===== src/hdl/rfp_pkg.sv =====
// ----------------------------------------------------------------------------
// rfp_pkg: shared types and constants of the receive frame parser
// Byte codes, frame lengths, token and result formats, and the CRC-16 step.
// ----------------------------------------------------------------------------
package rfp_pkg;

  localparam logic [7:0] SYNC_FIRST   = 8'hFF;
  localparam logic [7:0] SYNC_SECOND  = 8'hCC;
  localparam logic [7:0] TYPE_MOTOR   = 8'h00;
  localparam logic [7:0] TYPE_ID_REQ  = 8'h08;
  localparam logic [7:0] TYPE_ID_SET  = 8'h06;

  localparam logic [3:0] LEN_MOTOR    = 4'd7;
  localparam logic [3:0] LEN_ID_REQ   = 4'd5;
  localparam logic [3:0] LEN_ID_SET   = 4'd9;
  localparam logic [3:0] POS_BODY     = 4'd3;

  localparam logic [1:0] KIND_MOTOR   = 2'd0;
  localparam logic [1:0] KIND_ID_REQ  = 2'd1;
  localparam logic [1:0] KIND_ID_SET  = 2'd2;

  localparam logic [7:0]  DRIVE_MAX    = 8'd200;
  localparam logic [7:0]  DRIVE_CENTER = 8'd100;
  localparam logic [15:0] CRC_POLY     = 16'h1021;

  typedef enum logic [1:0] {
    ST_HUNT,
    ST_SYNC2,
    ST_TYPE,
    ST_BODY
  } front_state_t;

  typedef enum logic [1:0] {
    TOK_START,
    TOK_DATA,
    TOK_TRAIL,
    TOK_LAST
  } tok_op_t;

  typedef struct packed {
    tok_op_t    op;
    logic [1:0] kind;
    logic [7:0] data;
  } tok_t;

  typedef struct packed {
    logic [1:0]        frame_kind;
    logic              crc_ok;
    logic              accepted;
    logic signed [7:0] left_drive;
    logic signed [7:0] right_drive;
    logic [31:0]       id_value;
  } res_t;

  function automatic logic [15:0] crc16_step(input logic [15:0] crc_in,
                                             input logic [7:0] data);
    logic [15:0] c;
    c = crc_in ^ {data, 8'h00};
    for (int k = 0; k < 8; k++) begin
      if (c[15]) begin
        c = {c[14:0], 1'b0} ^ CRC_POLY;
      end else begin
        c = {c[14:0], 1'b0};
      end
    end
    return c;
  endfunction

endpackage


===== src/hdl/rx_frame_parser_crc16_core.sv =====
// ----------------------------------------------------------------------------
// rx_frame_parser_crc16_core: received frame parser with CRC-16 check
// Finds sync-framed commands in a byte stream and reports each frame.
// ----------------------------------------------------------------------------
// Input channel: one received byte per request on rx_byte, taken when push is
// high and full is low. The block takes one byte per cycle; full rises only
// when the token queue between the parser front and the CRC back end fills.
// Result channel: one request per complete frame, shown while empty is low and
// taken when pop is high. Results carry frame_kind, crc_ok, accepted, the two
// drives of a motor frame and the id of an id set frame.
// The token of a frame's last byte is queued and enters the result register
// when no result waits or the waiting one is popped. Throughput is one byte
// per cycle while full is low, set by the one-token-per-cycle CRC step in the
// back end. A waiting result stops the back end only at a frame's last byte.
// Reset clears the hunt state, empties the token queue and drops any waiting
// result. When the receiver stalls, the queue absorbs up to QUEUE_DEPTH tokens
// before full is raised.
// ----------------------------------------------------------------------------
module rx_frame_parser_crc16_core #(
  parameter int QUEUE_DEPTH = 4
) (
  input  logic              clk,
  input  logic              rst,
  input  logic [7:0]        rx_byte,
  input  logic              push,
  output logic              full,
  output logic              empty,
  input  logic              pop,
  output logic [1:0]        frame_kind,
  output logic              crc_ok,
  output logic              accepted,
  output logic signed [7:0] left_drive,
  output logic signed [7:0] right_drive,
  output logic [31:0]       id_value
);

  logic          in_valid;
  logic          ftok_valid;
  rfp_pkg::tok_t ftok;
  logic          q_empty;
  rfp_pkg::tok_t qtok;
  logic          qpop;
  logic          res_valid;
  rfp_pkg::res_t res;

  assign in_valid = push && !full;

  rfp_front u_front (
    .clk       (clk),
    .rst       (rst),
    .in_valid  (in_valid),
    .rx_byte   (rx_byte),
    .tok_valid (ftok_valid),
    .tok       (ftok)
  );

  rfp_token_fifo #(
    .DEPTH (QUEUE_DEPTH)
  ) u_queue (
    .clk   (clk),
    .rst   (rst),
    .push  (ftok_valid),
    .wdata (ftok),
    .full  (full),
    .pop   (qpop),
    .rdata (qtok),
    .empty (q_empty)
  );

  rfp_back u_back (
    .clk       (clk),
    .rst       (rst),
    .tok_valid (!q_empty),
    .tok       (qtok),
    .tok_pop   (qpop),
    .res_valid (res_valid),
    .res       (res),
    .res_pop   (pop)
  );

  assign empty       = !res_valid;
  assign frame_kind  = res.frame_kind;
  assign crc_ok      = res.crc_ok;
  assign accepted    = res.accepted;
  assign left_drive  = res.left_drive;
  assign right_drive = res.right_drive;
  assign id_value    = res.id_value;

endmodule


===== src/hdl/rfp_front.sv =====
// ----------------------------------------------------------------------------
// rfp_front: sync hunt and byte classification
// Tracks the frame position; each frame byte after the sync pair becomes a
// token for the back end. Bytes outside a frame produce no token.
// ----------------------------------------------------------------------------
module rfp_front (
  input  logic          clk,
  input  logic          rst,
  input  logic          in_valid,
  input  logic [7:0]    rx_byte,
  output logic          tok_valid,
  output rfp_pkg::tok_t tok
);

  rfp_pkg::front_state_t state, state_next;
  logic [3:0] pos, pos_next;
  logic [3:0] len, len_next;
  logic [4:0] pos_plus2;

  assign pos_plus2 = {1'b0, pos} + 5'd2;

  always_ff @(posedge clk) begin
    if (rst) begin
      state <= rfp_pkg::ST_HUNT;
      pos   <= '0;
      len   <= '0;
    end else begin
      state <= state_next;
      pos   <= pos_next;
      len   <= len_next;
    end
  end

  always_comb begin
    state_next = state;
    pos_next   = pos;
    len_next   = len;
    tok_valid  = 1'b0;
    tok.op     = rfp_pkg::TOK_DATA;
    tok.kind   = rfp_pkg::KIND_MOTOR;
    tok.data   = rx_byte;
    if (in_valid) begin
      case (state)
        rfp_pkg::ST_HUNT: begin
          if (rx_byte == rfp_pkg::SYNC_FIRST) begin
            state_next = rfp_pkg::ST_SYNC2;
          end
        end
        rfp_pkg::ST_SYNC2: begin
          if (rx_byte == rfp_pkg::SYNC_SECOND) begin
            state_next = rfp_pkg::ST_TYPE;
          end else if (rx_byte != rfp_pkg::SYNC_FIRST) begin
            state_next = rfp_pkg::ST_HUNT;
          end
        end
        rfp_pkg::ST_TYPE: begin
          state_next = rfp_pkg::ST_BODY;
          pos_next   = rfp_pkg::POS_BODY;
          tok_valid  = 1'b1;
          tok.op     = rfp_pkg::TOK_START;
          if (rx_byte == rfp_pkg::TYPE_MOTOR) begin
            len_next = rfp_pkg::LEN_MOTOR;
            tok.kind = rfp_pkg::KIND_MOTOR;
          end else if (rx_byte == rfp_pkg::TYPE_ID_REQ) begin
            len_next = rfp_pkg::LEN_ID_REQ;
            tok.kind = rfp_pkg::KIND_ID_REQ;
          end else if (rx_byte == rfp_pkg::TYPE_ID_SET) begin
            len_next = rfp_pkg::LEN_ID_SET;
            tok.kind = rfp_pkg::KIND_ID_SET;
          end else begin
            state_next = rfp_pkg::ST_HUNT;
            pos_next   = pos;
            tok_valid  = 1'b0;
          end
        end
        rfp_pkg::ST_BODY: begin
          if (pos >= len) begin
            state_next = rfp_pkg::ST_HUNT;
          end else if (pos_plus2 < {1'b0, len}) begin
            tok_valid = 1'b1;
            tok.op    = rfp_pkg::TOK_DATA;
            pos_next  = pos + 4'd1;
          end else if (pos_plus2 == {1'b0, len}) begin
            tok_valid = 1'b1;
            tok.op    = rfp_pkg::TOK_TRAIL;
            pos_next  = pos + 4'd1;
          end else begin
            tok_valid  = 1'b1;
            tok.op     = rfp_pkg::TOK_LAST;
            state_next = rfp_pkg::ST_HUNT;
          end
        end
        default: begin
          state_next = rfp_pkg::ST_HUNT;
        end
      endcase
    end
  end

endmodule


===== src/hdl/rfp_token_fifo.sv =====
// ----------------------------------------------------------------------------
// rfp_token_fifo: short token queue between front and back end
// A register queue with one write and one read port.
// ----------------------------------------------------------------------------
module rfp_token_fifo #(
  parameter int DEPTH = 4
) (
  input  logic          clk,
  input  logic          rst,
  input  logic          push,
  input  rfp_pkg::tok_t wdata,
  output logic          full,
  input  logic          pop,
  output rfp_pkg::tok_t rdata,
  output logic          empty
);

  localparam int PW = $clog2(DEPTH);
  localparam int CW = $clog2(DEPTH + 1);
  localparam logic [PW-1:0] LAST_PTR = PW'(DEPTH - 1);
  localparam logic [CW-1:0] FULL_CNT = CW'(DEPTH);

  rfp_pkg::tok_t mem [DEPTH];
  logic [PW-1:0] wr_ptr, rd_ptr;
  logic [CW-1:0] count;
  logic do_push, do_pop;

  assign full    = (count == FULL_CNT);
  assign empty   = (count == '0);
  assign do_push = push && !full;
  assign do_pop  = pop && !empty;
  assign rdata   = mem[rd_ptr];

  always_ff @(posedge clk) begin
    if (do_push) begin
      mem[wr_ptr] <= wdata;
    end
  end

  always_ff @(posedge clk) begin
    if (rst) begin
      wr_ptr <= '0;
      rd_ptr <= '0;
      count  <= '0;
    end else begin
      if (do_push) begin
        wr_ptr <= (wr_ptr == LAST_PTR) ? '0 : wr_ptr + PW'(1);
      end
      if (do_pop) begin
        rd_ptr <= (rd_ptr == LAST_PTR) ? '0 : rd_ptr + PW'(1);
      end
      if (do_push && !do_pop) begin
        count <= count + CW'(1);
      end else if (do_pop && !do_push) begin
        count <= count - CW'(1);
      end
    end
  end

endmodule


===== src/hdl/rfp_back.sv =====
// ----------------------------------------------------------------------------
// rfp_back: CRC, payload assembly and result register
// Consumes tokens, keeps the running CRC and payload, and forms one result
// when the last byte of a frame arrives.
// ----------------------------------------------------------------------------
module rfp_back (
  input  logic          clk,
  input  logic          rst,
  input  logic          tok_valid,
  input  rfp_pkg::tok_t tok,
  output logic          tok_pop,
  output logic          res_valid,
  output rfp_pkg::res_t res,
  input  logic          res_pop
);

  logic [1:0]    kind;
  logic [15:0]   crc;
  logic [31:0]   payload;
  logic [7:0]    trailer_high;
  logic [15:0]   crc_in;
  logic [15:0]   crc_next;
  logic [7:0]    m1, m2;
  logic          in_range;
  logic          is_last;
  rfp_pkg::res_t res_next;

  assign is_last  = (tok.op == rfp_pkg::TOK_LAST);
  assign tok_pop  = tok_valid && (!is_last || !res_valid || res_pop);
  assign crc_in   = (tok.op == rfp_pkg::TOK_START) ? 16'h0000 : crc;
  assign crc_next = rfp_pkg::crc16_step(crc_in, tok.data);
  assign m1       = payload[15:8];
  assign m2       = payload[7:0];
  assign in_range = (m1 <= rfp_pkg::DRIVE_MAX) && (m2 <= rfp_pkg::DRIVE_MAX);

  always_comb begin
    res_next.frame_kind  = kind;
    res_next.crc_ok      = ({trailer_high, tok.data} == crc);
    res_next.accepted    = 1'b1;
    res_next.left_drive  = '0;
    res_next.right_drive = '0;
    res_next.id_value    = '0;
    case (kind)
      rfp_pkg::KIND_MOTOR: begin
        res_next.accepted = res_next.crc_ok && in_range;
        if (in_range) begin
          res_next.left_drive  = rfp_pkg::DRIVE_CENTER - m1;
          res_next.right_drive = m2 - rfp_pkg::DRIVE_CENTER;
        end
      end
      rfp_pkg::KIND_ID_REQ: begin
        res_next.accepted = res_next.crc_ok;
      end
      default: begin
        res_next.id_value = payload;
      end
    endcase
  end

  always_ff @(posedge clk) begin
    if (tok_pop) begin
      case (tok.op)
        rfp_pkg::TOK_START: begin
          kind    <= tok.kind;
          crc     <= crc_next;
          payload <= '0;
        end
        rfp_pkg::TOK_DATA: begin
          crc     <= crc_next;
          payload <= {payload[23:0], tok.data};
        end
        rfp_pkg::TOK_TRAIL: begin
          trailer_high <= tok.data;
        end
        default: begin
          res <= res_next;
        end
      endcase
    end
  end

  always_ff @(posedge clk) begin
    if (rst) begin
      res_valid <= 1'b0;
    end else if (tok_pop && is_last) begin
      res_valid <= 1'b1;
    end else if (res_pop) begin
      res_valid <= 1'b0;
    end
  end

endmodule


===== config.mk =====
export PLATFORM = sky130hd
export DESIGN_NAME = rx_frame_parser_crc16_core
export DESIGN_NICKNAME = d
export VERILOG_FILES = /design/src/hdl/rfp_pkg.sv /design/src/hdl/rx_frame_parser_crc16_core.sv /design/src/hdl/rfp_front.sv /design/src/hdl/rfp_token_fifo.sv /design/src/hdl/rfp_back.sv
export SDC_FILE = /design/constraint.sdc
export NUM_CORES = 1
export LEC_CHECK = 0
export ABC_AREA = 1
export BUFFER_PORTS_ARGS = -buffer_cell sky130_fd_sc_hd__buf_4
export CAP_MARGIN = 20
export CORE_MARGIN = 5
export CORE_UTILIZATION = 50
export CTS_CLUSTER_DIAMETER = 40
export CTS_CLUSTER_SIZE = 24
export DETAILED_ROUTE_END_ITERATION = 10
export GPL_TIMING_DRIVEN = 0
export HOLD_SLACK_MARGIN = 0.08
export PLACE_DENSITY = 0.71
export SLEW_MARGIN = 10
export SYNTH_ARGS = -nofsm -noshare
export SYNTH_HDL_FRONTEND = slang
export SYNTH_SLANG_ARGS = --single-unit

===== constraint.sdc =====
create_clock -name clk -period 3.5 [get_ports clk]
set_clock_uncertainty 0.1 [all_clocks]
set_input_delay 0.525 -clock clk [delete_from_list [all_inputs] [get_ports clk]]
set_output_delay 0.525 -clock clk [all_outputs]
set_load 0.02 [all_outputs]

* Yosys cells after proc, flatten, opt, wreduce, memory -nomap -nowiden
Memory sizes are Yosys's and may differ from the RTL's. A register that Yosys moved wholly into a read port is not among the register bits.
Index checks and enable logic that the tools add are counted.
** Operators by class
- Reduce and logical (&&, ||, !) cells :: 39
- Muxes and demuxes :: 56
- Bitwise operators :: 10
- Equal/unequal tests :: 24
- $add $sub $neg :: 8
- $lt $le $gt $ge :: 4
** Operators with widths (count)
- $mux W13 :: 8
- $pmux W32 S2 :: 1
- $mux W4 :: 10
- $mux W2 :: 19
- $not A3 Y3 :: 8
- $eq A16 B16 Y1 :: 1
- $eq A8 B8 Y1 const B :: 2
- $le A8 B8 Y1 const B :: 2
- $mux W16 :: 1
- $xor A16 B16 Y16 :: 1
- $eq A2 B2 Y1 const B :: 6
- $reduce_and A2 Y1 :: 6
- $mux W1 :: 10
- $reduce_and A5 Y1 :: 2
- $logic_and A1 B1 Y1 :: 9
- $eq A8 B3 Y1 const B :: 1
- $eq A8 B4 Y1 const B :: 1
- $logic_not A8 Y1 :: 1
- $ne A8 B8 Y1 const B :: 1
- $pmux W2 S4 :: 1
- $pmux W4 S2 :: 1
- $reduce_bool A2 Y1 :: 4
- $sub A7 B8 Y8 const A :: 1
- $sub A8 B7 Y8 const B :: 1
- other kinds (27) :: 43
** Word-level totals
- Memories kept :: 1
- Output and inout bits :: 54
- Word-level logic and storage cells :: 160
- Input port bits :: 12
- Bits in writable memories :: 48
- Bits in registers :: 128
** Memory list
- u_queue.mem :: depth 4, width 12, rd ports 1, clocked after Yosys merged registers in 1, wr ports 1, RTL line rfp_token_fifo.sv:23 : rfp_pkg::tok_t mem [DEPTH];

* Longest topological paths before layout
Gate-level depths: netlist (run 1).
- Word-level depth :: 19
- Mapped depth :: 16
- Gate-level depth less buffers :: 16

* By module
From an unflattened synthesis (run 1), not the netlist that was laid out.
** Second synthesis, totals
- Cells, all modules :: 854
- Area total of the unflattened synthesis :: 8374.3 µm²
** By module, submodules not included
- rfp_back :: area an instance 5079.9 µm², seq. area each 3323.2 µm², cells each 503, times used 1
- rfp_token_fifo :: area an instance 2285.9 µm², seq. area each 1621.6 µm², cells each 187, times used 1
- rfp_front :: area an instance 991.0 µm², seq. area each 200.2 µm², cells each 160, times used 1
- rx_frame_parser_crc16_core :: area an instance 17.5 µm², seq. area each 0.0 µm², cells each 4, times used 1

* Worst setup path before layout (run 1)
OpenSTA, ideal clock, no wires.
- Path type :: reg2reg
- Start :: register u_front.pos[1]
- End :: memory u_queue.mem[0][0] in the netlist's numbering (enable)
- Path buffers :: 0
- Data arrival time :: 2.270 ns
- Required time :: 3.001 ns
- Setup slack :: 0.731 ns
- Setup time :: 0.399 ns
- Stages on the path, launching flop included :: 9
- Cell sequence :: dfxtp_1 inv_1 ha_1 nor2_1 o21ai_0 nand3_1 nor2_1 nand2_1 a21boi_0
** On the way
- Longest elaborated chain between the ends :: 7
** Ends and longest elaborated chain
- start, declared :: RTL line rfp_front.sv:16 : logic [3:0] pos, pos_next;
- start signal, assigned :: RTL line rfp_front.sv:29 : pos <= pos_next;
- $ge A4 B4 Y1 :: RTL line rfp_front.sv:77 : if (pos >= len) begin
- $mux W1 :: RTL line rfp_front.sv:77
- $pmux W1 S2 :: RTL line rfp_front.sv:43 : case (state)
- $mux W1 :: RTL line rfp_front.sv:42 : if (in_valid) begin
- $logic_and A1 B1 Y1 :: RTL line rfp_token_fifo.sv:30 : assign do_push = push && !full;
- $mux W1 :: RTL line rfp_token_fifo.sv:35 : if (do_push) begin
- $mux W1 (not written as such) :: RTL line rfp_token_fifo.sv:36 : mem[wr_ptr] <= wdata;
- end, declared :: RTL line rfp_token_fifo.sv:23
No other way between the ends.

* Worst setup path in the final report (run 1)
- Start :: register u_front.pos[1]
- End :: register u_queue.count[2]
** On the way
- Longest elaborated chain between the ends :: 8
** Ends and longest elaborated chain
- $ge A4 B4 Y1 * :: RTL line rfp_front.sv:77
- $mux W1 * :: RTL line rfp_front.sv:77
- $pmux W1 S2 * :: RTL line rfp_front.sv:43
- $mux W1 * :: RTL line rfp_front.sv:42
- $logic_and A1 B1 Y1 * :: RTL line rfp_token_fifo.sv:30
- net u_queue.do_push :: RTL line rfp_token_fifo.sv:26 : logic do_push, do_pop;
- $logic_not A1 Y1 :: RTL line rfp_token_fifo.sv:54 : end else if (do_pop && !do_push) begin
- $logic_and A1 B1 Y1 :: RTL line rfp_token_fifo.sv:54
- $reduce_bool A2 Y1 (no line)
- end signal, assigned :: RTL line rfp_token_fifo.sv:53 : count <= count + CW'(1);
- end signal, assigned :: RTL line rfp_token_fifo.sv:55 : count <= count - CW'(1);
- end, declared :: RTL line rfp_token_fifo.sv:25 : logic [CW-1:0] count;
The timed path passes the listed nets; every way through them passes the cells marked *.
A chain may end at the register's enable or synchronous reset.

==> results of run 1 <==
critical path, stage by stage, from the launching register on:
cell and delay (ns):
dfxtp_1 0.45, inv_1 0.07, ha_1 0.33, nor2_1 0.05, o21ai_0 0.14, nand3_1 0.13, nor2_1 0.18, nand2_1 0.19
nand2_1 0.20, ha_1 0.17, inv_1 0.07, fa_1 0.37, a21oi_1 0.15, o21ai_0 0.12, o21ai_0 0.17, a21oi_1 0.05
cell families after synthesis:
group,after synthesis,synth area share [%]
DFF,178,63.0
AOI/OAI and AO/OA,49,3.23
xor gates and xnor gates,17,1.82
and+or+nand+nor,401,21.8
adders and majority gates,19,3.00
buffers and inverters,138,7.17
final cells by class:
| type | instances | share of cell area (%) |
|---|---|---|
| Buffer | 19 | 1.37 |
| Clock buffer | 17 | 4.45 |
| Clock inverter | 15 | 1.52 |
| Inverter | 119 | 4.75 |
| Multi-Input combinational cell | 486 | 25.5 |
| Sequential cell | 178 | 53.8 |
| Tap cell | 216 | 2.83 |
| Timing Repair Buffer | 70 | 5.76 |
stage by stage:
step	hold WS (ns)	total power (W)	TNS [ns]
global placement	0.359	0.00638	-7.81
floorplan	0.324	0.00562	0
detailed placement	0.372	0.00646	0
finish	0.215	0.00823	0
CTS	0.202	0.00827	0
global route	0.208	0.00883	0
per-layer routing:
metal,wire length [µm],vias up,track usage (%)
met2,7340,170,28.7
met4,238,0,6.42
li1,-,2806,-
met1,6700,2459,22.6
met3,1000,18,3.58
met5,0,-,0
flip-flops by register name, indices dropped and copies added (netlist names), 3 cells and up, named ones only:
signal,flops
u_back.crc,16
u_back.payload,32
u_back.res,52
u_back.trailer_high,8
u_front.len,4
u_front.pos,4
u_queue.count,3
u_queue.mem,48
cell usage after synthesis (all sizes together):
library cell and n:
o22ai 2, o21a 1, dfxtp 20, o21ai 20, clkbuf 8, or2 2, buf 11, ha 18
edfxtp 158, nand4 7, nand2 211, a31oi 1, nor3 5, and3 1, nor3b 1, xor2 12
nand3b 4, nor2 97, xnor2 5, o31ai 1, a21boi 4, fa 1, a21oi 20, inv 119
nand3 73
worst paths after layout:
kind                   from                end  cells past startpoint
max          u_front.pos[1]   u_queue.count[2]                     15
min              rx_byte[7]  u_queue.mem[3][7]                      1
max reg2reg  u_front.pos[1]   u_queue.count[2]                     15
min reg2reg  u_front.len[3]     u_front.len[3]                      2
report_power, final:
part	switching [W]	total (W)	internal (W)	leakage, nW
Clock	0.000862	0.00180	0.000943	0.269
Combinational	0.00202	0.00301	0.000985	2.24
Sequential	0.000299	0.00342	0.00312	1.66
Total	0.00318	0.00823	0.00505	4.17
layout by cell type, fill, tap and decap left out, types with 8 or more instances in the layout:
| master | synthesis | final |
|---|---|---|
| nand2_1 | 183 | 183 |
| edfxtp_1 | 158 | 158 |
| inv_1 | 108 | 106 |
| nor2_1 | 97 | 97 |
| buf_4 | 1 | 68 |
| nand3_1 | 63 | 63 |
| nand2_2 | 26 | 26 |
| a21oi_1 | 20 | 20 |
| dfxtp_1 | 20 | 20 |
| o21ai_0 | 19 | 19 |
| ha_1 | 18 | 18 |
| clkbuf_16 | 0 | 17 |
| inv_2 | 10 | 12 |
| xor2_1 | 12 | 12 |
| nand3_2 | 10 | 10 |
| clkbuf_1 | 8 | 8 |
==> results.toml, run 1 <==
[grt]
antenna_found_initial = 0
track_usage_pct = 17.3
overflow = 0
grt_start_max_net_pins = 45
grt_pass1_wl_um = 25100
grt_pass1_vias = 5139

[synthesis]
post-synth-top-area-cell = "edfxtp_1"
syn_inst = 802
syn-cell-area_um2 = 8170
ys_types = 33
synthesis.nets = 833
netlist.area_leader.share_pct = 58.1
avgSynthCellArea_um2 = 10.2
ys_ff_latch = 178
ys_seq_area_share_pct = 63.0
yosys_warnings = 0
synth_area_leaders = "edfxtp_1 (58%), nand2_1 (8.4%), inv_1 (5.0%)"

[route]
drtIter0Drc = 471
via_count = 5453
drc = 0
first_pass_iters = 5
wire_per_inst_um = 13.6
ant_nets = 0
avgViaCountPerCell = 4.87
wl_um = 15300

[clocking]
htree_levels = 4
clkLatencyLatePin_ns = 0.43
root_buffer = "clkbuf_16"
holdBufCountCts = 0
clock_sinks = 178
postCtsSetupBuffers = 0
cts.path.max_buffers = 2
cts_inserted_buffers = 17
cts_tree = "built"
clkTransAtPathRegs_ns = 0.07
cts_resized = 0

[sta]
post-route-period-util_pct = 87.2
min_period_ns = 3.05
slew_headroom_pct = 44.8
grt_setup_unrepaired = "no"
max_clock_freq_ghz = 0.328
worst_pin_slew_ns = 0.823
setup_viol = 0
layout_setup_ws_ns = 0.448
finalHoldViolCount = 0
slew_viol_final = 0

[place]
placed_cell_area_um2 = 8980
gp_congestion = 0.831
hpwl_um = 11000
port-buffer-count = 64
dp.cells = 1087
dpl_worst_slack_ns = 0.501

[outcome]
outcome = "finished clean"

[setup_path]
critPathRequiredTime_ns = 3.72
critPathArrivalTime_ns = 3.27
start_kind = "flip-flop"
rrSetupSlack_ns = 0.45
worstSetupPathType = "flip-flop to flip-flop"
worstPathMaxFanout = 7
critPathCaptureType = "flip-flop"

[final_layout]
antenna_cells = 0
postLayoutCellArea_um2 = 9560
final_cells = 1120
area_delta_synth_final_pct = 17.1
num-fill-cells = 1315
layout.area.seq_um2 = 5140
layout-drive-gt1-share_pct = 18.5
multi_input_area_um2 = 2440
final_util_pct = 60.0
nets = 922

[floorplan]
start_util_pct = 51.2
ios = 66
core_area_um2 = 15900
num_rows = 46
die_w_um = 138
fp.dieH_um = 138
dieArea_um2 = 19000

[pwr]
ir_drop_v = 0.000428
leakage_nw = 4.17
powerDensity_nw_per_um2 = 861

[job]
max_cap_violations = 0

[worst_hold_path]
min_path_type = "primary input to flip-flop"
Power figures use the tool's default switching activity.
==> run 2, diff against run 1 <==
Settings changed: CELL_PAD_IN_SITES_DETAIL_PLACEMENT set to 1, CELL_PAD_IN_SITES_GLOBAL_PLACEMENT set to 2, CORE_UTILIZATION 50 to 39, PLACE_DENSITY 0.71 to 0.83.
==> run 2 against run 1 <==
Maximum frequency shrank 2.9%. Clock power up 7%. Sequential share of layout area decreased by 0.61 points. Utilization shrank 14 points. Power grew 3.2%. Sequential power about the same. Final area is 1.1% higher. Global-route usage fell by 1.0 points. Combinational power grew 4%. Sequential cell count unchanged. Cell count grew 5.1%. Critical path type unchanged. Critical endpoint unchanged. Largest cell class unchanged. Highest routed layer unchanged.
==> results.toml, run 2 (synthesized netlist as in run 1, its figures left out) <==
[outcome]
outcome = "finished clean"

[floorplan]
fp.dieH_um = 155
ios = 66
core_area_um2 = 20800
start_util_pct = 39.2
num_rows = 53
dieArea_um2 = 23900
die_w_um = 155

[setup_path]
crit_path_start = "u_front.pos[1]"
start_kind = "flip-flop"
reg2reg_from = "u_front.pos[1]"
cp-endpoint = "u_queue.count[2]"
worstPathCellList = "inv_1 -> ha_1 -> nor2_1 -> o21ai_0 -> nand3_1 -> nor2_1 -> nand2_1 -> nand2_2 -> ha_1 -> inv_1 -> fa_1 -> a21oi_1 -> o21ai_0 -> o21ai_0 -> a21oi_1"
worstSetupPathType = "flip-flop to flip-flop"
worstPathMaxFanout = 7
cp_slowest_cell = "dfxtp_1"
crit_path_max_incr_delay_ns = 0.45
reg2reg_to = "u_queue.count[2]"
critPathRequiredTime_ns = 3.73
r2r_cells = 15
rrSetupSlack_ns = 0.36
cp.depth = 15
cp_common_cell = "o21ai_0"
critPathArrivalTime_ns = 3.37
critPathCaptureType = "flip-flop"
cp_top_family = "adder cells"
path_buf_inv = 2

[sta]
slew_viol_final = 0
hold_ws_ns = 0.210
post-route-period-util_pct = 89.8
worst_pin_slew_ns = 0.878
min_period_ns = 3.14
finalHoldViolCount = 0
max_clock_freq_ghz = 0.318
grt_setup_unrepaired = "no"
tns_ns = 0
layout_setup_ws_ns = 0.358
setup_viol = 0
slew_headroom_pct = 41.1

[worst_hold_path]
min_path_type = "primary input to flip-flop"
min_from = "rx_byte[7]"

[clocking]
htree_levels = 4
clock_sinks = 178
holdBufCountCts = 0
clkLatencyLatePin_ns = 0.45
root_buffer = "clkbuf_16"
cts_tree = "built"
clkTransAtPathRegs_ns = 0.07
cts.path.max_buffers = 2
cts_inserted_buffers = 17

[grt]
grt_pass1_wl_um = 30200
antenna_found_initial = 0
grt_start_max_net_pins = 30
grt_pass1_vias = 5718
track_usage_pct = 16.3
overflow = 0

[final_layout]
reg.largest.list = "u_back.res (52), u_queue.mem (48), u_back.payload (32)"
nets = 920
regMostFlops = "u_back.res"
area_delta_synth_final_pct = 18.4
final_cell_mix = "nand2_1 (182), edfxtp_1 (158), inv_1 (106)"
num-fill-cells = 2345
postLayoutCellArea_um2 = 9670
final_util_pct = 46.4
largest_reg_flops = 52
layout-drive-gt1-share_pct = 18.8
antenna_cells = 0
final_common_cell = "nand2_1"

[pwr]
powerDensity_nw_per_um2 = 879
leakage_nw = 4.17
ir_drop_v = 0.000404

[route]
drtIter0Drc = 274
wire_per_inst_um = 15.8
avgViaCountPerCell = 4.74
first_pass_iters = 4
via_count = 5578
wl_um = 18600
drc = 0
ant_nets = 0

[place]
placed_cell_area_um2 = 9080
port-buffer-count = 64
gp_congestion = 0.780
dpl_worst_slack_ns = 0.325
hpwl_um = 13700

[job]
max_cap_violations = 0
[run 2: changes by cell type in the layout (fill, tap and decap cells not counted), sizes merged]
cell and change:
inv +2, clkinvlp -1, clkbuf -1, clkinv -2, bufinv +1, buf -1
[run 2: final cells by class]
cell class	instances	area [µm²]	area share, %
flip-flops and latches	178	5140	53.2
multi-input cells	486	2460	25.4
repair buffers	68	551	5.69
inverters	119	454	4.70
clock buffers	17	425	4.40
well taps	275	344	3.56
clock inverters	15	161	1.67
plain buffers	19	131	1.36
[run 2: what timing repair did]
| item | 4_1_cts | 5_1_grt |
|---|---|---|
| setup buffers | 0 | 0 |
| endpoints found under the setup margin | 0 | 1 |
| resized for setup | 0 | 1 |
[run 2: power by group]
group	switching, W	total (W)	internal [W]
clock network	0.000905	0.00192	0.00102
logic	0.00215	0.00313	0.000987
registers	0.000321	0.00345	0.00312
total	0.00337	0.00850	0.00513
[run 2: per-stage QoR]
stage,instances,power (W)
2_1_floorplan,802,0.00562
3_3_place_gp,1141,0.00653
3_5_place_dp,1145,0.00666
4_1_cts,1177,0.00860
5_1_grt,1177,0.00911
6_report,1177,0.00850
[run 2: how the worst min path moves through the flow]
stage,endpoint,slack [ns],cells past startpoint
after floorplan,u_back.res[51],0.32,0
after global placement,u_back.res[51],0.34,0
after detailed placement,u_back.res[51],0.35,0
after CTS,u_queue.mem[2][7],0.20,1
after global routing,u_queue.mem[2][7],0.20,1
final,u_queue.mem[2][7],0.21,1
[run 2: layer usage]
layer  GRT usage (%)  wire length [µm]
met5               0                 0
met2            29.0              9570
met4            4.92               245
met3            3.22               757
met1            20.1              8040
==> run 3, diff against run 2 <==
Settings changed: SYNTH_HIERARCHICAL set to 1.
==> run 3 against run 2 <==
Die area rose by 2.4%. Maximum frequency shrank 0.87%. Sequential cell count stayed put. Worst hold slack better by 0.062 ns. Largest cell class unchanged. Via count increased by 3.9%. Setup slack worse by 0.027 ns. Cell count is 4.8% higher. Global-route usage down 0.25 points. Power fell by 51%. Highest routed layer unchanged. Routed wire length up 0.77%.
==> results.toml, run 3 <==
[place]
gp_congestion = 0.772
hpwl_um = 13800
dp.cells = 1200
port-buffer-count = 65

[synthesis]
synth_ff_type = "edfxtp_1"
ys_ff_latch = 178
avgSynthCellArea_um2 = 9.81
synthMostInstantiatedCell = "nand2_1"
synthesis.nets = 885
ys_types = 36
yosys_warnings = 6
async_reset_ff_share_pct = 0
syn-cell-area_um2 = 8370
synth_area_leaders = "edfxtp_1 (57%), nand2_1 (7.9%), inv_1 (6.8%)"
ys_seq_area_share_pct = 61.4
synth_edf_count = 158
netlist.area_leader.share_pct = 56.7
ys_top_cells_by_count = "nand2_1 (177), edfxtp_1 (158), inv_1 (152)"
post-synth-top-area-cell = "edfxtp_1"
syn_inst = 854

[clocking]
cts_tree = "built"
clock_sinks = 178
clkTransAtPathRegs_ns = 0.07
cts_inserted_buffers = 17
clkLatencyLatePin_ns = 0.43
cts.path.max_buffers = 2
root_buffer = "clkbuf_16"
holdBufCountCts = 0
htree_levels = 4

[setup_path]
critPathCaptureType = "flip-flop"
cp_common_cell = "nand2_1"
cp_slowest_cell = "dfxtp_1"
worstPathMaxFanout = 10
reg2reg_to = "u_queue/count[2]"
rrSetupSlack_ns = 0.33
worstSetupPathType = "flip-flop to flip-flop"
r2r_cells = 15
path_buf_inv = 4
start_kind = "flip-flop"
crit_path_max_incr_delay_ns = 0.47
cp_top_family = "compound AO/OA/AOI/OAI gates"
critPathArrivalTime_ns = 3.43
critPathRequiredTime_ns = 3.76
worstPathCellList = "buf_4 -> o21ai_1 -> o22ai_2 -> nand2_1 -> o31ai_1 -> inv_1 -> nand2_1 -> ha_1 -> inv_1 -> fa_1 -> nand2_1 -> nand3_1 -> nand2_1 -> inv_1 -> nor2_1"

[grt]
grt_pass1_vias = 5910
antenna_found_initial = 0
globalRouteMet3Util_pct = 2.77
use_met2_pct = 27.1
grt_start_max_net_pins = 44
busiest_layer = "met2"
grt_pass1_wl_um = 30700
overflow = 0
track_usage_pct = 16.1
grt_use_met1_pct = 21.2

[final_layout]
regMostFlops = "u_back/res"
final_cell_mix = "nand2_1 (177), edfxtp_1 (158), inv_1 (151)"
final_cells = 1233
layout-drive-gt1-share_pct = 18.1
reg.largest.list = "u_back/res (52), u_queue/mem (48), u_back/payload (32)"
antenna_cells = 0
area_delta_synth_final_pct = 18.0
final_util_pct = 46.9
nets = 976
final_common_cell = "nand2_1"
largest_reg_flops = 52

[route]
drtIter0Drc = 345
wire_per_inst_um = 15.2
ant_nets = 0
via_count = 5795
avgViaCountPerCell = 4.70
drc = 0
wl_um = 18800
first_pass_iters = 4

[floorplan]
die_w_um = 157
fp.dieH_um = 157
core_area_um2 = 21100
ios = 66
num_rows = 53
start_util_pct = 39.7
dieArea_um2 = 24500

[sta]
tns_ns = 0
min_period_ns = 3.17
slew_headroom_pct = 50.1
slew_viol_final = 0
max_clock_freq_ghz = 0.315
setup_viol = 0
worst_pin_slew_ns = 0.746
post-route-period-util_pct = 90.6
finalHoldViolCount = 0

[worst_hold_path]
min_to = "u_front/len[1]"
min_from = "rst"
whs_path_depth = 2
min_path_type = "primary input to flip-flop"

[job]
max_cap_violations = 0

[pwr]
leakage_nw = 4.41
powerDensity_nw_per_um2 = 423
ir_drop_v = 0.000353

[outcome]
outcome = "finished clean"
[run 3: changes by cell type after synthesis, sizes merged, moves of 5 or more]
cell   change
o22ai     +11
inv       +43
o21ai      +9
buf        +5
nand3     -41
xor2       +6
nand2     -14
xnor2      -5
nor2      +39
[run 3: logic make-up (layout without fill, tap and decap cells)]
kind of cell,count (synthesis),count (layout),synth area share [%]
AO/OA/AOI/OAI,71,71,4.59
XOR/XNOR,18,18,2.24
adder cells (fa/ha/maj),19,19,2.93
buffers and inverters,187,291,9.26
flip-flops,178,178,61.4
AND/OR/NAND/NOR,381,381,19.5
[run 3: stage by stage]
stage / setup WS [ns] / area, µm² / hold slack, ns / power (W)
after CTS: 0.160 / 9860 / 0.259 / 0.00424
after detailed placement: 0.190 / 9300 / 0.369 / 0.00241
final: 0.330 / 9880 / 0.272 / 0.00419
after floorplan: 0.692 / 8380 / 0.324 / 0.00238
after global routing: -0.00678 / 9880 / 0.262 / 0.00433
after global placement: -0.258 / 9210 / 0.350 / 0.00241
[run 3: layout make-up]
| type | count | area [µm²] |
|---|---|---|
| Inverter | 164 | 617 |
| Tap cell | 275 | 344 |
| Fill cell | 2420 | 11200 |
| Sequential cell | 178 | 5140 |
| Multi-Input combinational cell | 489 | 2480 |
| Clock inverter | 15 | 143 |
| Clock buffer | 17 | 425 |
| Buffer | 23 | 159 |
| Timing Repair Buffer | 72 | 573 |
[run 3: layer usage]
layer / vias up / part of all wire, % / wire, µm
li1: 2897 / - / -
met1: 2774 / 46 / 8540
met2: 107 / 49 / 9160
met3: 17 / 4.3 / 801
met4: 0 / 1.4 / 255
met5: - / 0 / 0
[run 3: timing repair]
action	CTS	global route
gates resized for setup	0	2
setup endpoints to repair	0	2
buffers inserted	0	0
[run 3: worst max-delay path by stage]
stage	end	startpoint	cells past startpoint	slack, ns
6_report	u_queue/count[2]	flip-flop	15	0.33
5_1_grt	u_queue/count[2]	flip-flop	15	-0.007
4_1_cts	u_queue/count[2]	flip-flop	15	0.16
3_5_place_dp	u_queue/count[2]	flip-flop	16	0.19
3_3_place_gp	u_back/crc[15]	flip-flop	7	-0.26
2_1_floorplan	u_back/crc[0]	flip-flop	7	0.69
[run 3: power breakdown]
group	internal, W	switching, W	leakage (nW)
sequential	0.00229	0.00000405	1.59
clock	0.000943	0.000881	0.264
combinational	0.0000286	0.0000433	2.55
